File: src/hdl/dfp_pkg.sv
`timescale 1ns / 1ps

package dfp_pkg;

    // field widths fixed by the number format
    localparam int CMD_W  = 3;
    localparam int FRAC_W = 14;

    // decimal fraction scale, four digits
    localparam logic [FRAC_W:0] DEC_SCALE = 15'd10000;

    // command codes
    localparam logic [CMD_W-1:0] CMD_ADD     = 3'd0;
    localparam logic [CMD_W-1:0] CMD_SUB     = 3'd1;
    localparam logic [CMD_W-1:0] CMD_GREATER = 3'd2;
    localparam logic [CMD_W-1:0] CMD_LESS    = 3'd3;
    localparam logic [CMD_W-1:0] CMD_EQUAL   = 3'd4;
    localparam logic [CMD_W-1:0] CMD_NEGATE  = 3'd5;

    // magnitude relation of the two operands
    typedef struct packed {
        logic a_gt;
        logic b_gt;
        logic eq;
    } t_mag_cmp;

endpackage

File: src/hdl/dfp_cmp.sv
`timescale 1ns / 1ps

module dfp_cmp #(
    parameter int INT_BITS = 31
) (
    input  logic [INT_BITS-1:0]       i_a_integer,
    input  logic [dfp_pkg::FRAC_W-1:0] i_a_fraction,
    input  logic [INT_BITS-1:0]       i_b_integer,
    input  logic [dfp_pkg::FRAC_W-1:0] i_b_fraction,
    output dfp_pkg::t_mag_cmp          o_cmp
);
    import dfp_pkg::*;

    logic int_eq;
    logic frac_eq;

    // integer part decides unless equal, then the fraction
    assign int_eq    = (i_a_integer == i_b_integer);
    assign frac_eq   = (i_a_fraction == i_b_fraction);
    assign o_cmp.a_gt = (i_a_integer > i_b_integer) ||
                        (int_eq && (i_a_fraction > i_b_fraction));
    assign o_cmp.b_gt = (i_b_integer > i_a_integer) ||
                        (int_eq && (i_b_fraction > i_a_fraction));
    assign o_cmp.eq   = int_eq && frac_eq;

endmodule

File: src/hdl/dfp_arith.sv
`timescale 1ns / 1ps

module dfp_arith #(
    parameter int INT_BITS = 31
) (
    input  logic                       i_sub,
    input  logic                       i_a_negative,
    input  logic [INT_BITS-1:0]        i_a_integer,
    input  logic [dfp_pkg::FRAC_W-1:0] i_a_fraction,
    input  logic                       i_b_negative,
    input  logic [INT_BITS-1:0]        i_b_integer,
    input  logic [dfp_pkg::FRAC_W-1:0] i_b_fraction,
    input  dfp_pkg::t_mag_cmp          i_cmp,
    output logic                       o_negative,
    output logic [INT_BITS-1:0]        o_integer,
    output logic [dfp_pkg::FRAC_W-1:0] o_fraction,
    output logic                       o_overflow
);
    import dfp_pkg::*;

    logic                eff_add;
    logic [FRAC_W:0]     frac_sum;
    logic                frac_carry;
    logic [FRAC_W:0]     frac_sum_adj;
    logic [INT_BITS:0]   int_sum;
    logic                borrow_ab;
    logic                borrow_ba;
    logic [FRAC_W:0]     frac_ab;
    logic [FRAC_W:0]     frac_ba;
    logic [INT_BITS-1:0] int_ab;
    logic [INT_BITS-1:0] int_ba;
    logic                a_is_pos;
    logic                take_ab;
    logic                diff_neg;

    // signs decide between a magnitude add and a magnitude subtract
    assign eff_add = i_sub ? (i_a_negative != i_b_negative)
                           : (i_a_negative == i_b_negative);

    // magnitude add with decimal carry
    assign frac_sum     = {1'b0, i_a_fraction} + {1'b0, i_b_fraction};
    assign frac_carry   = (frac_sum >= DEC_SCALE);
    assign frac_sum_adj = frac_carry ? (frac_sum - DEC_SCALE) : frac_sum;
    assign int_sum      = {1'b0, i_a_integer} + {1'b0, i_b_integer}
                        + {{INT_BITS{1'b0}}, frac_carry};

    // both differences in parallel, chosen after the compare
    assign borrow_ab = (i_a_fraction < i_b_fraction);
    assign borrow_ba = (i_b_fraction < i_a_fraction);
    assign frac_ab   = borrow_ab ? ({1'b0, i_a_fraction} + DEC_SCALE - {1'b0, i_b_fraction})
                                 : ({1'b0, i_a_fraction} - {1'b0, i_b_fraction});
    assign frac_ba   = borrow_ba ? ({1'b0, i_b_fraction} + DEC_SCALE - {1'b0, i_a_fraction})
                                 : ({1'b0, i_b_fraction} - {1'b0, i_a_fraction});
    assign int_ab    = i_a_integer - i_b_integer - {{(INT_BITS-1){1'b0}}, borrow_ab};
    assign int_ba    = i_b_integer - i_a_integer - {{(INT_BITS-1){1'b0}}, borrow_ba};

    // the larger magnitude is the minuend; on a tie a is the minuend only when a is negative
    assign a_is_pos = !i_a_negative;
    assign take_ab  = a_is_pos ? i_cmp.a_gt : !i_cmp.b_gt;
    assign diff_neg = a_is_pos ? !i_cmp.a_gt : !i_cmp.b_gt;

    // select add or subtract result
    always_comb begin
        if (eff_add) begin
            o_negative = i_a_negative;
            o_integer  = int_sum[INT_BITS-1:0];
            o_fraction = frac_sum_adj[FRAC_W-1:0];
            o_overflow = int_sum[INT_BITS];
        end else begin
            o_negative = diff_neg;
            o_integer  = take_ab ? int_ab : int_ba;
            o_fraction = take_ab ? frac_ab[FRAC_W-1:0] : frac_ba[FRAC_W-1:0];
            o_overflow = 1'b0;
        end
    end

endmodule

File: src/hdl/decimal_fixed_point_add_sub_compare_top.sv
`timescale 1ns / 1ps

// channel   direction  handshake                 payload
// command   in         start high, busy low      i_command, i_a_*, i_b_*
// result    out        o_done, one cycle strobe  o_result_*, o_compare_true, o_overflow
//
// one operation per clock, every cycle while out of reset, registered in r_in_vld and then r_done to o_done
// operands land in an input register, a single pass of compare and add/subtract
// logic feeds the result register
// busy is high only while i_rst_n is low; reset clears the valid bits
// the receiver cannot stall, so results flow out as they are produced
module decimal_fixed_point_add_sub_compare_top #(
    parameter int INT_BITS = 31
) (
    input  logic                       i_clk,
    input  logic                       i_rst_n,
    input  logic                       start,
    output logic                       busy,
    input  logic [dfp_pkg::CMD_W-1:0]  i_command,
    input  logic                       i_a_negative,
    input  logic [INT_BITS-1:0]        i_a_integer,
    input  logic [dfp_pkg::FRAC_W-1:0] i_a_fraction,
    input  logic                       i_b_negative,
    input  logic [INT_BITS-1:0]        i_b_integer,
    input  logic [dfp_pkg::FRAC_W-1:0] i_b_fraction,
    output logic                       o_done,
    output logic                       o_result_negative,
    output logic [INT_BITS-1:0]        o_result_integer,
    output logic [dfp_pkg::FRAC_W-1:0] o_result_fraction,
    output logic                       o_compare_true,
    output logic                       o_overflow
);
    import dfp_pkg::*;

    logic                r_in_vld;
    logic [CMD_W-1:0]    r_cmd;
    logic                r_a_neg;
    logic [INT_BITS-1:0] r_a_int;
    logic [FRAC_W-1:0]   r_a_frac;
    logic                r_b_neg;
    logic [INT_BITS-1:0] r_b_int;
    logic [FRAC_W-1:0]   r_b_frac;

    logic                r_done;
    logic                r_res_neg;
    logic [INT_BITS-1:0] r_res_int;
    logic [FRAC_W-1:0]   r_res_frac;
    logic                r_cmp_true;
    logic                r_ovf;

    logic                n_res_neg;
    logic [INT_BITS-1:0] n_res_int;
    logic [FRAC_W-1:0]   n_res_frac;
    logic                n_cmp_true;
    logic                n_ovf;

    t_mag_cmp            mag_cmp;
    logic                ar_neg;
    logic [INT_BITS-1:0] ar_int;
    logic [FRAC_W-1:0]   ar_frac;
    logic                ar_ovf;
    logic                a_num_gt;
    logic                b_num_gt;
    logic                accept;

    assign busy   = !i_rst_n;
    assign accept = start && !busy;

    // input register
    always_ff @(posedge i_clk) begin
        if (!i_rst_n) begin
            r_in_vld <= 1'b0;
        end else begin
            r_in_vld <= accept;
        end
    end

    always_ff @(posedge i_clk) begin
        if (accept) begin
            r_cmd    <= i_command;
            r_a_neg  <= i_a_negative;
            r_a_int  <= i_a_integer;
            r_a_frac <= i_a_fraction;
            r_b_neg  <= i_b_negative;
            r_b_int  <= i_b_integer;
            r_b_frac <= i_b_fraction;
        end
    end

    dfp_cmp #(
        .INT_BITS(INT_BITS)
    ) u_cmp (
        .i_a_integer (r_a_int),
        .i_a_fraction(r_a_frac),
        .i_b_integer (r_b_int),
        .i_b_fraction(r_b_frac),
        .o_cmp       (mag_cmp)
    );

    dfp_arith #(
        .INT_BITS(INT_BITS)
    ) u_arith (
        .i_sub       (r_cmd == CMD_SUB),
        .i_a_negative(r_a_neg),
        .i_a_integer (r_a_int),
        .i_a_fraction(r_a_frac),
        .i_b_negative(r_b_neg),
        .i_b_integer (r_b_int),
        .i_b_fraction(r_b_frac),
        .i_cmp       (mag_cmp),
        .o_negative  (ar_neg),
        .o_integer   (ar_int),
        .o_fraction  (ar_frac),
        .o_overflow  (ar_ovf)
    );

    // signed ordering, +0 ranks above -0
    assign a_num_gt = (r_a_neg != r_b_neg) ? !r_a_neg
                    : (r_a_neg ? mag_cmp.b_gt : mag_cmp.a_gt);
    assign b_num_gt = (r_a_neg != r_b_neg) ? !r_b_neg
                    : (r_a_neg ? mag_cmp.a_gt : mag_cmp.b_gt);

    // command select
    always_comb begin
        n_res_neg  = 1'b0;
        n_res_int  = '0;
        n_res_frac = '0;
        n_cmp_true = 1'b0;
        n_ovf      = 1'b0;
        unique case (r_cmd)
            CMD_ADD, CMD_SUB: begin
                n_res_neg  = ar_neg;
                n_res_int  = ar_int;
                n_res_frac = ar_frac;
                n_ovf      = ar_ovf;
            end
            CMD_GREATER: n_cmp_true = a_num_gt;
            CMD_LESS:    n_cmp_true = b_num_gt;
            CMD_EQUAL:   n_cmp_true = (r_a_neg == r_b_neg) && mag_cmp.eq;
            CMD_NEGATE: begin
                n_res_neg  = !r_a_neg;
                n_res_int  = r_a_int;
                n_res_frac = r_a_frac;
            end
            default: begin
                n_res_neg  = 1'b0;
            end
        endcase
    end

    // result register
    always_ff @(posedge i_clk) begin
        if (!i_rst_n) begin
            r_done <= 1'b0;
        end else begin
            r_done <= r_in_vld;
        end
    end

    always_ff @(posedge i_clk) begin
        if (r_in_vld) begin
            r_res_neg  <= n_res_neg;
            r_res_int  <= n_res_int;
            r_res_frac <= n_res_frac;
            r_cmp_true <= n_cmp_true;
            r_ovf      <= n_ovf;
        end
    end

    assign o_done            = r_done;
    assign o_result_negative = r_res_neg;
    assign o_result_integer  = r_res_int;
    assign o_result_fraction = r_res_frac;
    assign o_compare_true    = r_cmp_true;
    assign o_overflow        = r_ovf;

    // every transfer yields a strobe on o_done once it has passed r_in_vld and r_done
    a_latency: assert property (@(posedge i_clk) disable iff (!i_rst_n)
        accept |=> ##1 o_done)
        else $error("result strobe missing after transfer");

    // a compare outcome never comes with arithmetic fields
    a_cmp_clean: assert property (@(posedge i_clk) disable iff (!i_rst_n)
        (o_done && o_compare_true) |-> (!o_overflow && !o_result_negative &&
            o_result_integer == '0 && o_result_fraction == '0))
        else $error("compare result carries arithmetic fields");

    // no strobe without an earlier transfer registered in r_in_vld
    a_no_spurious: assert property (@(posedge i_clk) disable iff (!i_rst_n)
        o_done |-> $past(r_in_vld))
        else $error("result strobe without transfer");

endmodule
File: config.mk
export PLATFORM = sky130hd
export DESIGN_NAME = decimal_fixed_point_add_sub_compare_top
export DESIGN_NICKNAME = d
export VERILOG_FILES = /design/src/hdl/dfp_pkg.sv /design/src/hdl/dfp_cmp.sv /design/src/hdl/dfp_arith.sv /design/src/hdl/decimal_fixed_point_add_sub_compare_top.sv
export SDC_FILE = /design/constraint.sdc
export NUM_CORES = 1
export LEC_CHECK = 0
export ABC_AREA = 1
export BUFFER_PORTS_ARGS = -buffer_cell sky130_fd_sc_hd__buf_2
export CAP_MARGIN = 40
export CORE_MARGIN = 2
export CORE_UTILIZATION = 55
export DETAILED_ROUTE_END_ITERATION = 16
export PLACE_DENSITY = 0.74
export SLEW_MARGIN = 20
export SYNTH_ARGS = -nofsm -noshare
export SYNTH_HDL_FRONTEND = slang
export SYNTH_SLANG_ARGS = --single-unit
export TNS_END_PERCENT = 5
File: constraint.sdc
create_clock -name i_clk -period 7.62 [get_ports i_clk]
set_clock_uncertainty 0.05 [all_clocks]
set_input_delay 0.381 -clock i_clk [delete_from_list [all_inputs] [get_ports i_clk]]
set_output_delay 0.381 -clock i_clk [all_outputs]
set_load 0.005 [all_outputs]
==> impl_metrics.tcl <==
set metrics [dict create \
    grt.met2_usage 0.598 \
    cp_common_cell "nand2_1" \
    grt_use_total 0.387 \
    cts_hold_buf 0 \
    synth_flop_cell "edfxtp_1" \
    place_area_um2 18700 \
    grt_pass1_wl_um 98200 \
    critPathKind "reg -> reg" \
    final_util 0.612 \
    clock_path_buffers 2 \
    syn_area_per_cell_um2 7.09 \
    syn_nets 2864 \
    via_per_inst 5.87 \
    rr_endpoint "o_result_integer[24]" \
    place_congestion 1.04 \
    crit_path_end_kind "flop" \
    period_needed_ns 5.76 \
    clock_latency_ns 0.46 \
    grt.busiest_layer "met2" \
    startpoint_type "flop" \
    cts_tree "done" \
    syn_to_final_growth_pct 9.25 \
    fmax_mhz 174 \
    ir_drop_mv 0.174 \
    fin_ws_ns 1.86 \
    fin_nets 2994 \
    maxSlewHeadroom 0.375 \
    io_buffer_count 147 \
    status "complete, no violations" \
    p_per_area_nw_per_um2 198 \
    finalSetupViolCount 0 \
    clock-sinks 145 \
    use_met1 0.522 \
    grt_pass1_vias 17300 \
    io_pins 148 \
    hold_class "in -> reg" \
    clk_pin_slew_worst_paths_ns 0.08 \
    rsz0062_at_grt "false" \
    grt_overflow_total 0 \
    crit_fanout 13 \
    cts_resized 0 \
    place_inst 3012 \
    post-cts-setup-buffers 0 \
    worstMarginPinSlew_ns 0.937 \
    die_area_um2 33700 \
    start_util 0.560 \
    min_from "i_a_fraction[5]" \
    cpMaxStageDelayCell "ha_1" \
    cts_htree_levels 4 \
    preCtsSetupSlack_ns 1.96 \
    synthCells 2500 \
    use_met3 0.0979 \
    r2r_setup_slack_ns 1.86 \
    n_antenna_cell 0 \
    drt-total-wl_um 64800 \
    final_cells 3045 \
    maxCapViolCount 0 \
    ys_ff_latch 145 \
    clock-root-buffer "clkbuf_16" \
    grt_max_degree 63 \
    max_stage_delay_ns 0.49 \
    chipHeight_um 183 \
    antenna_found_initial 0 \
    synth_area_um2 17700 \
    fin_crit_sh 0.756 \
    core.rowCount 65 \
    ys_warn_count 0 \
    drtIter0Drc 2195 \
    cp-startpoint "r_a_frac[2]" \
    wl_per_cell_um 21.3 \
    p_leak_uw 0.00953 \
    critPathRequiredTime_ns 7.78 \
    die_x_um 183 \
    drt_pass1_iterations 7 \
    ant_nets 0 \
    async_flop_share 0 \
    synth-edff-count 143 \
    ys_seq_area_frac 0.245 \
    ys_types 56 \
    finalInstanceArea_um2 19400 \
    hold_viol 0 \
    reg2reg_from "r_a_frac[2]" \
    coreArea_um2 31600 \
    rr_worst_depth 29 \
    drive_gt1_frac 0.0976 \
    vias 17900 \
    endpoint "o_result_integer[24]" \
    arrival_ns 5.93 \
    dp_hpwl_um 52000 \
    drv_slew 0 \
    drc_errors 0 \
    tns_ns 0 \
    cts_buffers 17 \
]
metal layers:
metal,vias to the layer above,share of wire
met1,8316,0.42
li1,8364,-
met2,1028,0.44
met3,151,0.11
met5,-,0
met4,0,0.034
power breakdown:
part | switching (uW) | total [uW] | internal (uW)
combinational | 1310 | 1930 | 619
sequential | 56.0 | 1010 | 953
clock | 392 | 884 | 491
sequential cells by signal, indices dropped and copies added (netlist names):
register	flops
o_compare_true	1
o_done	1
o_overflow	1
o_result_fraction	14
o_result_integer	31
o_result_negative	1
r_a_frac	14
r_a_int	31
r_a_neg	1
r_b_frac	14
r_b_int	31
r_b_neg	1
r_cmd	3
r_in_vld	1
final cells by class:
class	count	area (um^2)
fillers	2953	12300
clock inverters	15	171
flip-flops and latches	145	4340
clock buffers	17	425
well taps	402	503
repair buffers	160	848
multi-input cells	1859	11400
inverters	447	1680
per-stage QoR:
step | hold slack (ns) | power (uW)
finish | 0.0377 | 3830
global route | 0.0257 | 4040
CTS | 0.0236 | 3760
detailed placement | 0.509 | 2870
global placement | 0.507 | 2870
floorplan | 0.424 | 2310
worst max-delay path, delay by kind of cell (launching register included):
kind / cells / cell delay [ns]
simple gates: 19 / 2.11
fa+ha+maj: 4 / 1.60
compound gates: 3 / 0.65
flops: 1 / 0.48
xor+xnor: 1 / 0.29
buf+inv: 2 / 0.28
layout by cell type, fill, tap and decap left out, types with 3 or more instances in the layout:
cell,instances
o221ai_1,3
or2_2,12
nor2_1,210
buf_4,11
a21oi_1,167
a21o_1,9
fa_1,41
nand2_2,13
or2_1,3
o211ai_1,14
xor2_1,59
nor3_1,32
nor2_2,6
o21a_1,9
a21boi_0,4
inv_1,433
nand3_2,4
nand3b_1,9
ha_1,225
or2_0,3
nand2_4,4
nor4_1,10
nor3_2,3
o21ai_1,12
o22ai_1,7
nand3_1,203
clkbuf_16,17
o21ai_0,128
xnor2_1,17
clkinvlp_4,3
and2_1,3
inv_2,13
o21bai_1,16
buf_2,147
a221oi_1,3
edfxtp_1,143
inv_6,5
nand2_1,571
nand4_1,35
a31oi_1,6
Yosys cell counts (all sizes together) (2+ instances only):
cell	instances	share of area
nand4	36	0.014
a211oi	2	0.00085
xor2	59	0.029
o211ai	14	0.0059
dfxtp	2	0.0023
or2	18	0.0064
o22ai	7	0.0025
nor4	10	0.0035
xnor2	17	0.0084
nand2	588	0.13
edfxtp	143	0.24
o21a	9	0.0038
buf	35	0.015
a21oi	168	0.048
inv	447	0.095
nor2	216	0.046
and2	3	0.0011
a31oi	6	0.0021
clkbuf	14	0.0032
a21o	9	0.0038
o221ai	3	0.0015
a21boi	5	0.0021
o21ai	144	0.042
fa	41	0.046
o21bai	17	0.0078
nor3	35	0.010
ha	225	0.16
a221oi	3	0.0015
o311ai	2	0.00099
nand3b	10	0.0049
nand3	208	0.061
worst min path at each step:
stage,endpoint,slack [ns],cells past startpoint
5_1_grt,r_a_frac[5],0.03,1
4_1_cts,r_a_frac[5],0.02,1
2_1_floorplan,o_done,0.42,2
6_report,r_a_frac[5],0.04,1
3_5_place_dp,r_a_int[12],0.51,1
3_3_place_gp,r_b_int[18],0.51,1
cell families after synthesis:
kind of cell,after synthesis,share of synthesized area
xor+xnor,76,0.0376
flops,145,0.245
buf+inv,496,0.113
simple gates,1125,0.275
compound gates,392,0.124
fa+ha+maj,266,0.205
(Power assumes the default switching activity.)
